### src/lcd_mode_line_timing_assert.svh
// Assertion macros for the LCD timing block.
`ifndef LCD_MODE_LINE_TIMING_ASSERT_SVH
`define LCD_MODE_LINE_TIMING_ASSERT_SVH

`ifndef SYNTHESIS

// ante true at an edge -> cons holds at the same edge
`define LCDT_ASSERT_SAME(lbl, clk, rstn, ante, cons) \
    lbl: assert property (@(posedge clk) disable iff (!(rstn)) (ante) |-> (cons)) \
        else $error("lcd timing assertion failed");

// ante true at an edge -> cons holds at the next edge
`define LCDT_ASSERT_NEXT(lbl, clk, rstn, ante, cons) \
    lbl: assert property (@(posedge clk) disable iff (!(rstn)) (ante) |=> (cons)) \
        else $error("lcd timing assertion failed");

`else

`define LCDT_ASSERT_SAME(lbl, clk, rstn, ante, cons)
`define LCDT_ASSERT_NEXT(lbl, clk, rstn, ante, cons)

`endif

`endif

### src/lcdt_pkg.sv
`default_nettype none

package lcdt_pkg;

    localparam int unsigned DOT_W  = 10;
    localparam int unsigned LINE_W = 8;
    localparam int unsigned CYC_W  = 8;
    localparam int unsigned CFG_IDX_W  = 3;
    localparam int unsigned CFG_DATA_W = 8;
    localparam int unsigned IN_TDATA_W  = 8;
    localparam int unsigned OUT_TDATA_W = 24;

    localparam logic [DOT_W-1:0]  DOTS_OAM_END      = DOT_W'(80);
    localparam logic [DOT_W-1:0]  DOTS_XFER_END     = DOT_W'(252);
    localparam logic [DOT_W-1:0]  DOTS_PER_LINE     = DOT_W'(456);
    localparam logic [LINE_W-1:0] FIRST_VBLANK_LINE = LINE_W'(144);
    localparam logic [LINE_W-1:0] LAST_LINE         = LINE_W'(153);

    typedef enum logic [1:0] {
        MODE_HBLANK = 2'd0,
        MODE_VBLANK = 2'd1,
        MODE_OAM    = 2'd2,
        MODE_XFER   = 2'd3
    } mode_t;

    typedef enum logic [CFG_IDX_W-1:0] {
        CFG_DISPLAY_ENABLE     = 3'd0,
        CFG_HBLANK_IRQ_ENABLE  = 3'd1,
        CFG_VBLANK_IRQ_ENABLE  = 3'd2,
        CFG_OAM_IRQ_ENABLE     = 3'd3,
        CFG_COMPARE_IRQ_ENABLE = 3'd4,
        CFG_COMPARE_LINE       = 3'd5
    } cfg_idx_t;

    typedef struct packed {
        logic              display_enable;
        logic              hblank_irq_enable;
        logic              vblank_irq_enable;
        logic              oam_irq_enable;
        logic              compare_irq_enable;
        logic [LINE_W-1:0] compare_line;
    } cfg_t;

    typedef struct packed {
        logic [DOT_W-1:0]  dot_counter;
        logic [LINE_W-1:0] scan_line;
        mode_t             mode;
        logic              match_flag;
    } timing_state_t;

    typedef struct packed {
        logic              status_irq;
        logic              vblank_irq;
        logic              draw_line_valid;
        logic [LINE_W-1:0] draw_line_index;
        logic              frame_done;
    } events_t;

endpackage

`default_nettype wire

### src/lcdt_step.sv
`default_nettype none

// Next timing state and events for one item of elapsed cycles.
module lcdt_step (
    input  wire lcdt_pkg::cfg_t          cfg,
    input  wire lcdt_pkg::timing_state_t cur,
    input  wire logic [lcdt_pkg::CYC_W-1:0] elapsed_cycles,
    output lcdt_pkg::timing_state_t      nxt,
    output lcdt_pkg::events_t            evt
);
    import lcdt_pkg::*;

    logic [DOT_W-1:0] dot_sum;
    logic             in_vblank;
    logic             line_end;
    logic             line_eq;
    logic             mode_irq;
    mode_t            want;
    logic             want_en;

    always_comb begin
        dot_sum   = cur.dot_counter + DOT_W'(elapsed_cycles);
        in_vblank = (cur.scan_line >= FIRST_VBLANK_LINE);
        line_end  = (dot_sum >= DOTS_PER_LINE);
        line_eq   = (cur.scan_line == cfg.compare_line);

        if (in_vblank) begin
            want    = MODE_VBLANK;
            want_en = cfg.vblank_irq_enable;
        end else if (dot_sum <= DOTS_OAM_END) begin
            want    = MODE_OAM;
            want_en = cfg.oam_irq_enable;
        end else if (dot_sum <= DOTS_XFER_END) begin
            want    = MODE_XFER;
            want_en = 1'b0;
        end else begin
            want    = MODE_HBLANK;
            want_en = cfg.hblank_irq_enable;
        end
        mode_irq = (cur.mode != want) && want_en;

        nxt = cur;
        evt = '0;
        if (!cfg.display_enable) begin
            // timing held in reset; match flag keeps its value
            nxt.dot_counter = '0;
            nxt.scan_line   = '0;
            nxt.mode        = MODE_HBLANK;
        end else begin
            nxt.mode        = want;
            nxt.match_flag  = line_eq;
            evt.status_irq  = mode_irq || (line_eq && cfg.compare_irq_enable);
            nxt.dot_counter = line_end ? (dot_sum - DOTS_PER_LINE) : dot_sum;
            if (line_end) begin
                if (!in_vblank) begin
                    evt.draw_line_valid = 1'b1;
                    evt.draw_line_index = cur.scan_line;
                end else if (cur.scan_line == FIRST_VBLANK_LINE) begin
                    evt.vblank_irq = 1'b1;
                    evt.frame_done = 1'b1;
                end
                nxt.scan_line = (cur.scan_line > LAST_LINE) ? '0
                                                            : cur.scan_line + LINE_W'(1);
            end
        end
    end

endmodule

`default_nettype wire

### src/lcd_mode_line_timing.sv
`default_nettype none

// LCD mode and scan-line timing. Each input item carries the machine cycles
// elapsed since the previous item; the block adds them to a dot counter and
// returns one result item per input item: display mode, scan line, line
// compare flag and the interrupt / line-draw / frame events of that step
// (frame_done is carried on m_tlast). One item per clock is accepted when
// the output register is empty or being read; the result enters it in the
// cycle after acceptance. The user must write timing registers through the
// cfg port only while no item is in flight; the block does not enforce it.
`include "lcd_mode_line_timing_assert.svh"

module lcd_mode_line_timing (
    input  wire logic                              aclk,
    input  wire logic                              aresetn,
    input  wire logic                              cfg_wr_en,
    input  wire logic [lcdt_pkg::CFG_IDX_W-1:0]    cfg_index,
    input  wire logic [lcdt_pkg::CFG_DATA_W-1:0]   cfg_data,
    input  wire logic                              s_tvalid,
    output logic                                   s_tready,
    // [7:0] elapsed_cycles
    input  wire logic [lcdt_pkg::IN_TDATA_W-1:0]   s_tdata,
    output logic                                   m_tvalid,
    input  wire logic                              m_tready,
    // [1:0] display_mode, [9:2] current_line, [10] line_match, [11] status_irq,
    // [12] vblank_irq, [13] draw_line_valid, [21:14] draw_line_index, [23:22] zero
    output logic [lcdt_pkg::OUT_TDATA_W-1:0]       m_tdata,
    output logic                                   m_tlast
);
    import lcdt_pkg::*;

    cfg_t          cfg_reg;
    timing_state_t state_reg, state_next;
    events_t       evt_next;
    logic          in_accept;

    logic                   m_tvalid_reg;
    logic [OUT_TDATA_W-1:0] m_tdata_reg;
    logic                   m_tlast_reg;

    assign s_tready  = !m_tvalid_reg || m_tready;
    assign in_accept = s_tvalid && s_tready;

    always_ff @(posedge aclk) begin
        if (!aresetn) begin
            cfg_reg <= '0;
        end else if (cfg_wr_en) begin
            unique case (cfg_index)
                CFG_DISPLAY_ENABLE:     cfg_reg.display_enable     <= cfg_data[0];
                CFG_HBLANK_IRQ_ENABLE:  cfg_reg.hblank_irq_enable  <= cfg_data[0];
                CFG_VBLANK_IRQ_ENABLE:  cfg_reg.vblank_irq_enable  <= cfg_data[0];
                CFG_OAM_IRQ_ENABLE:     cfg_reg.oam_irq_enable     <= cfg_data[0];
                CFG_COMPARE_IRQ_ENABLE: cfg_reg.compare_irq_enable <= cfg_data[0];
                CFG_COMPARE_LINE:       cfg_reg.compare_line       <= cfg_data;
                default: ;
            endcase
        end
    end

    lcdt_step u_step (
        .cfg            (cfg_reg),
        .cur            (state_reg),
        .elapsed_cycles (s_tdata[CYC_W-1:0]),
        .nxt            (state_next),
        .evt            (evt_next)
    );

    always_ff @(posedge aclk) begin
        if (!aresetn) begin
            state_reg <= '{dot_counter: '0, scan_line: '0, mode: MODE_HBLANK,
                           match_flag: 1'b0};
        end else if (in_accept) begin
            state_reg <= state_next;
        end
    end

    always_ff @(posedge aclk) begin
        if (!aresetn) begin
            m_tvalid_reg <= 1'b0;
        end else if (in_accept) begin
            m_tvalid_reg <= 1'b1;
        end else if (m_tready) begin
            m_tvalid_reg <= 1'b0;
        end
    end

    always_ff @(posedge aclk) begin
        if (in_accept) begin
            m_tdata_reg <= {2'b00,
                            evt_next.draw_line_index,
                            evt_next.draw_line_valid,
                            evt_next.vblank_irq,
                            evt_next.status_irq,
                            state_next.match_flag,
                            state_next.scan_line,
                            state_next.mode};
            m_tlast_reg <= evt_next.frame_done;
        end
    end

    assign m_tvalid = m_tvalid_reg;
    assign m_tdata  = m_tdata_reg;
    assign m_tlast  = m_tlast_reg;

    `LCDT_ASSERT_SAME(a_dot_in_line, aclk, aresetn, 1'b1, state_reg.dot_counter < DOTS_PER_LINE)
    `LCDT_ASSERT_SAME(a_line_range, aclk, aresetn, 1'b1, state_reg.scan_line <= LAST_LINE + LINE_W'(1))
    `LCDT_ASSERT_NEXT(a_display_off, aclk, aresetn, in_accept && !cfg_reg.display_enable, state_reg.dot_counter == '0 && state_reg.scan_line == '0 && m_tdata_reg[13:11] == 3'd0 && !m_tlast_reg)
    `LCDT_ASSERT_SAME(a_draw_visible, aclk, aresetn, m_tvalid && m_tdata[13], m_tdata[21:14] < FIRST_VBLANK_LINE && !m_tlast)

endmodule

`default_nettype wire
### config.mk
export PLATFORM = sky130hd
export DESIGN_NAME = lcd_mode_line_timing
export DESIGN_NICKNAME = d
export VERILOG_FILES = /design/src/lcdt_pkg.sv /design/src/lcdt_step.sv /design/src/lcd_mode_line_timing.sv
export VERILOG_INCLUDE_DIRS = /design/src /design/src/src
export SDC_FILE = /design/constraint.sdc
export NUM_CORES = 1
export LEC_CHECK = 0
export BUFFER_PORTS_ARGS = -buffer_cell sky130_fd_sc_hd__buf_4
export CORE_ASPECT_RATIO = 0.9
export CORE_MARGIN = 8
export CORE_UTILIZATION = 50
export DETAILED_ROUTE_END_ITERATION = 7
export PLACE_DENSITY = 0.68
export SYNTH_ARGS = -nofsm -noshare
export SYNTH_HDL_FRONTEND = slang
export SYNTH_SLANG_ARGS = --single-unit
### constraint.sdc
create_clock -name aclk -period 4.25 [get_ports aclk]
set_clock_uncertainty 0.1 [all_clocks]
set_input_delay 0 -clock aclk [delete_from_list [all_inputs] [get_ports aclk]]
set_output_delay 0 -clock aclk [all_outputs]
set_load 0.05 [all_outputs]
-- Yosys cells after proc, flatten, opt, wreduce, memory -nomap -nowiden
Index checks and enable logic that the tools add are counted.
- $lt $le $gt $ge: 5
- equal/unequal tests: 8
- add/sub/neg operators: 3
- mux-type cells: 16
- bitwise logic cells: 2
- reduce and logical (&&, ||, !) cells: 16
- operators by type and width (operator ; count):
    2-to-1 mux 20 bit ; 1
    2-to-1 mux 8 bit ; 2
    AND reduction 2 bit ; 7
    adder 10 x 8 -> 10 bit ; 1
    greater-or-equal comparator 10 x 9 -> 1 bit (second input constant) ; 1
    <= comparator 10 x 7 -> 1 bit (second input constant) ; 1
    <= comparator 10 x 8 -> 1 bit (second input constant) ; 1
    2-to-1 mux 10 bit ; 1
    subtractor 10 x 9 -> 10 bit (second input constant) ; 1
    2-to-1 mux 9 bit ; 1
    adder 8 x 1 -> 8 bit (second input constant) ; 1
    equality test 8 bit ; 1
    equality test 8 bit (second input constant) ; 1
    greater-or-equal comparator 8 bit (second input constant) ; 1
    > comparator 8 bit (second input constant) ; 1
    2-to-1 mux 1 bit ; 8
    equality test 3 x 2 -> 1 bit (second input constant) ; 2
    equality test 3 bit (second input constant) ; 2
    2-to-1 mux 2 bit ; 3
    equality test 3 x 1 -> 1 bit (second input constant) ; 1
    logical AND 1 bit ; 3
    logical NOT 3 bit ; 1
    OR reduction 3 bit ; 1
    logical OR 1 bit ; 2
    4 further kinds ; 5
- register bits after elaboration: 58
- word-level logic and storage cells: 66
- output and inout port bits: 27

-- Longest topological paths before layout
- depth in word-level cells: 8
- depth in mapped cells: 14
- mapped depth without buffers: 13

-- Hierarchy
Synthesis repeated with hierarchy kept, for this count alone.
- cell total of the unflattened synthesis: 367
- area, all modules: 3479.6 um^2
- by module, submodules not included (module ; seq. area each (um^2) ; instances ; area an instance (um^2) ; cells an instance):
    lcd_mode_line_timing ; 1391.3 ; 1 ; 2145.8 ; 179
    lcdt_step ; 0.0 ; 1 ; 1333.8 ; 188

-- Least setup slack after synthesis
Ideal clock, no wire load.
- kind: register to register
- from: reg state_reg[11] (netlist bit)
- to: reg state_reg[8] (netlist bit)
- path buffers: 0
- arrival: 2.921 ns
- path slack: 1.155 ns
- period minus slack after synthesis: 3.095 ns
- stages on the path, launching flop included: 14
- cell sequence: dfxtp_1 ha_1 fa_1 nand3_1 and2_1 xnor2_1 inv_1 ha_1 nand2_1 o2111ai_2 a31oi_4 or3_4 or4_1 a31oi_1
- word-level cells in the longest chain between the ends: 4
- ends and longest elaborated chain (item ; line ; RTL):
    start: declaration ; lcd_mode_line_timing.sv:33 ; timing_state_t state_reg, state_next;
    start signal: assignment ; lcd_mode_line_timing.sv:70 ; state_reg <= '{dot_counter: '0, scan_line: '0, mode: MODE_HBLANK,
    start signal: assignment ; lcd_mode_line_timing.sv:73 ; state_reg <= state_next;
    adder 10 x 8 -> 10 bit ; lcdt_step.sv:22 ; dot_sum = cur.dot_counter + DOT_W'(elapsed_cycles);
    greater-or-equal comparator 10 x 9 -> 1 bit ; lcdt_step.sv:24 ; line_end = (dot_sum >= DOTS_PER_LINE);
    2-to-1 mux 8 bit ; lcdt_step.sv:54 ; if (line_end) begin
    2-to-1 mux 20 bit ; lcdt_step.sv:44 ; if (!cfg.display_enable) begin
No other way between the ends.
A chain may end at the register's enable or synchronous reset.

-- Worst setup path in the final report
Same ends and word-level chain as after synthesis.

==> summary.md <==
| Metric | Value |
|---|---|
| Synth Instances | ~370 |
| Worst path slowest cell | or4_1 |
| Initial antenna violation count | 0 |
| Final instance area | 0.004061 mm^2 |
| IO Port Bufs | between 40 and 50 |
| RD Place Congestion | 0.9271 |
| EDFF count, synth | 22 |
| Sink Count | 57 |
| Commonest non-fill, non-tap cell in the layout | nand2_1 |
| Num rows | 28 |
| Core Region | about 0.0066 mm^2 |
| CP top delay family | adder cells |
| Required time of the critical path | about 4.4 ns |
| Total number of vias | about 2900 |
| Ys Warns | 0 |
| Most used cell, CP | ha_1 |
| Worst setup EP type | register |
| Final Net Count | roughly 460 |
| Leakage | approximately 0.0016 uW |
| Die Width | about 100 um |
| Worst EP arrival | approximately 3.6 ns |
| Worst-Skew Late Latency | ~0.34 ns |
| #FFs+latches synth | 57 |
| Most frequent cells in the layout | nand2_1 (51), buf_4 (49), dfxtp_1 (35) |
| Reg-to-Reg Start | state_reg[11] |
| Routed wire length | about 7.9 mm |
| Final Hold Fails | 0 |
| CTS tree | done |
| DR iter-0 viols | around 200 |
| DP HPWL | roughly 5.7 mm |
| Clock slew at reported path FFs | around 0.060 ns |
| Final critical-path required period | around 3.4 ns |
| Final worst-path cycle share | 0.8064 |
| Number of buffers and inverters on the critical path | 1 |
| Synth Area in Simple Gates | 0.2192 |
| Hold path cells | 4 |
| First-pass GRT wire length | 13.28 mm |
| Area growth syn-to-layout | 17.82% |
| Clk root buf | clkbuf_8 |
| Main flop type after synthesis | dfxtp_1 |
| Unique cell type count in the Yosys netlist | ~70 |
| GRT Util Overall | 0.1643 |
| RSZ-0062 raised after global routing | no |
| Reg2reg setup slack | approximately 0.82 ns |
| Vias in the first global route | approximately 2800 |
| Fmax | approximately 0.29 GHz |
| XOR/XNOR share of the synthesized area | 0.05808 |
| Num ports | 51 |
| Crit path launch | state_reg[11] |
| Layout cells sized above 1 | 0.1888 |
| Drt wl/cell | between 15 and 20 um |
| Critical Path Stages | 13 |
| Post-CTS setup buffer count | 0 |
| HP Class | in -> reg |
| Seq/Total Area, Yosys | 0.3949 |
| Max reg flops | 22 |
| H-tree level count | 3 |
| Critical path launch point type | register |
| Final TNS setup | 0 ns |
| Area share of fa/ha/maj cells after synthesis | 0.05662 |
| Die area | a little under 0.01 mm^2 |
| Largest family of logic cells by synthesized area | simple AND/OR/NAND/NOR gates |
| Max stage delay on crit path | just over 0.5 ns |
| Ys async rst share | 0 |
| Maximum vdd ir drop | about 0.16 mV |
| ANT cells | 0 |
| Die height | between 90 and 100 um |
| Routed vias/inst | about 5.5 |
| Post-Place Cell Area | approximately 0.0038 mm^2 |
| DRT Pass-1 Iters | 6 |
| Slew headroom | 0.3716 |
| Setup-failing EPs final | 0 |
| ANT nets after route | 0 |
| Worst reg-to-reg path cell count | 13 |
| Multiplexer share of the synthesized area | 0.02359 |
| GR Overflow Total | 0 |
| Worst slew pin tran | 0.9416 ns |
| Critical Path End | state_reg[8] |
| Power Density | between 200 and 300 mW/mm^2 |
| Type of the worst setup path | reg -> reg |
| RR Endpoint | state_reg[8] |
| Max-cap violation count | 0 |
| Compound-Gate Fraction of Synth Area | 0.1848 |
| Syn_area_per_cell | just over 9 um^2 |
| Final slew viol count | 0 |
| Initial Util | 0.5206 |
| DRC viols | 0 |
| Largest net degree at the start of global routing | 30 |
| Netlist Area Pre-Place | about 0.0034 mm^2 |
| Total Power | about 1200 uW |
| CTS Buf Count | 9 |
| Status | completed |
| CP Max Fanout | 9 |
| CP Cell Sequence | ha_1 -> fa_1 -> nand3_1 -> and2_1 -> xnor2_1 -> inv_1 -> ha_1 -> nand2_1 -> o2111ai_2 -> a31oi_4 -> o21ai_2 -> or4_1 -> a31oi_1 |
| CTS max path bufs | 2 |
cells in the mapped netlist, drive strengths merged, types with 2 or more instances:
cell | number | share of area
or3 | 5 | 0.012
nand4 | 4 | 0.0073
a41o | 2 | 0.0058
a211oi | 5 | 0.015
a21oi | 32 | 0.051
inv | 13 | 0.014
xor2 | 5 | 0.013
o211ai | 3 | 0.0080
edfxtp | 22 | 0.19
xnor2 | 17 | 0.045
and3 | 8 | 0.015
nand3 | 16 | 0.023
mux2i | 7 | 0.020
nor2 | 23 | 0.025
a21o | 2 | 0.0047
o22ai | 3 | 0.0054
a21boi | 4 | 0.0098
a311oi | 2 | 0.0051
clkbuf | 10 | 0.017
dfxtp | 35 | 0.20
nor3b | 3 | 0.0065
o21ai | 9 | 0.015
and2 | 14 | 0.025
ha | 14 | 0.051
nand2 | 51 | 0.056
o2bb2ai | 2 | 0.0051
nand4b | 2 | 0.0051
nand3b | 2 | 0.0044
a31o | 2 | 0.0051
nand2b | 4 | 0.0073
or4 | 2 | 0.0044
nor2b | 2 | 0.0036
a31oi | 3 | 0.0098
nor3 | 10 | 0.015
buf | 13 | 0.031
o31ai | 2 | 0.0044
o21a | 3 | 0.0065
metrics by stage:
step,hold slack (ns),utilization,cells,setup slack [ns]
2_1_floorplan,0.02947,-,374,1.155
3_3_place_gp,0.1460,0.5690,490,0.9720
3_5_place_dp,0.1571,0.5690,490,0.8670
4_1_cts,0.01233,0.6134,519,0.8374
5_1_grt,0.03960,0.6134,519,0.6079
6_report,0.01796,0.6134,519,0.8227
worst min-delay path, cell delays in order:
cell and delay (ns):
buf_4 0.08, and4b_1 0.20, a21oi_1 0.07, nor2_1 0.07
final cells by class:
cell class / instances / area [um^2]
clock buffers: 12 / 145.1
clock inverters: 4 / 18.77
fillers: 587 / 2560
inverters: 13 / 48.80
multi-input cells: 281 / 1877
flip-flops and latches: 57 / 1361
well taps: 90 / 112.6
repair buffers: 62 / 498.0
cells by family after synthesis:
group,Yosys count
other,1
xor gates and xnor gates,22
and+or+nand+nor,150
muxes,8
adders and majority gates,15
AOI/OAI and AO/OA,84
buffers and inverters,36
DFF,57
timing repair:
item / CTS / global route
hold endpoints to repair: 24 / 0
hold buffers: 13 / 0
gates resized for setup: 0 / 0
per-layer routing:
metal / wire length (um) / share of wire / global-route usage
met5: 0 / 0 / 0
met4: 72 / 0.0092 / 0.06349
met3: 424 / 0.054 / 0.04629
met2: 3622 / 0.46 / 0.2615
met1: 3732 / 0.48 / 0.2083
worst min path at each step:
stage,start,to,slack (ns)
2_1_floorplan,s_tvalid,m_tvalid,0.03
6_report,cfg_wr_en,cfg_reg[9],0.02
3_5_place_dp,cfg_data[1],cfg_reg[1],0.16
3_3_place_gp,s_tvalid,m_tvalid,0.15
5_1_grt,cfg_wr_en,cfg_reg[9],0.04
4_1_cts,cfg_wr_en,cfg_reg[9],0.01
report_power, final:
group / leakage (uW) / internal (uW) / switching [uW]
Clock: 0.0000876 / 222 / 204
Sequential: 0.000503 / 581 / 6.29
Combinational: 0.000961 / 64.0 / 113
Total: 0.00155 / 867 / 323
(Power assumes the default switching activity.)
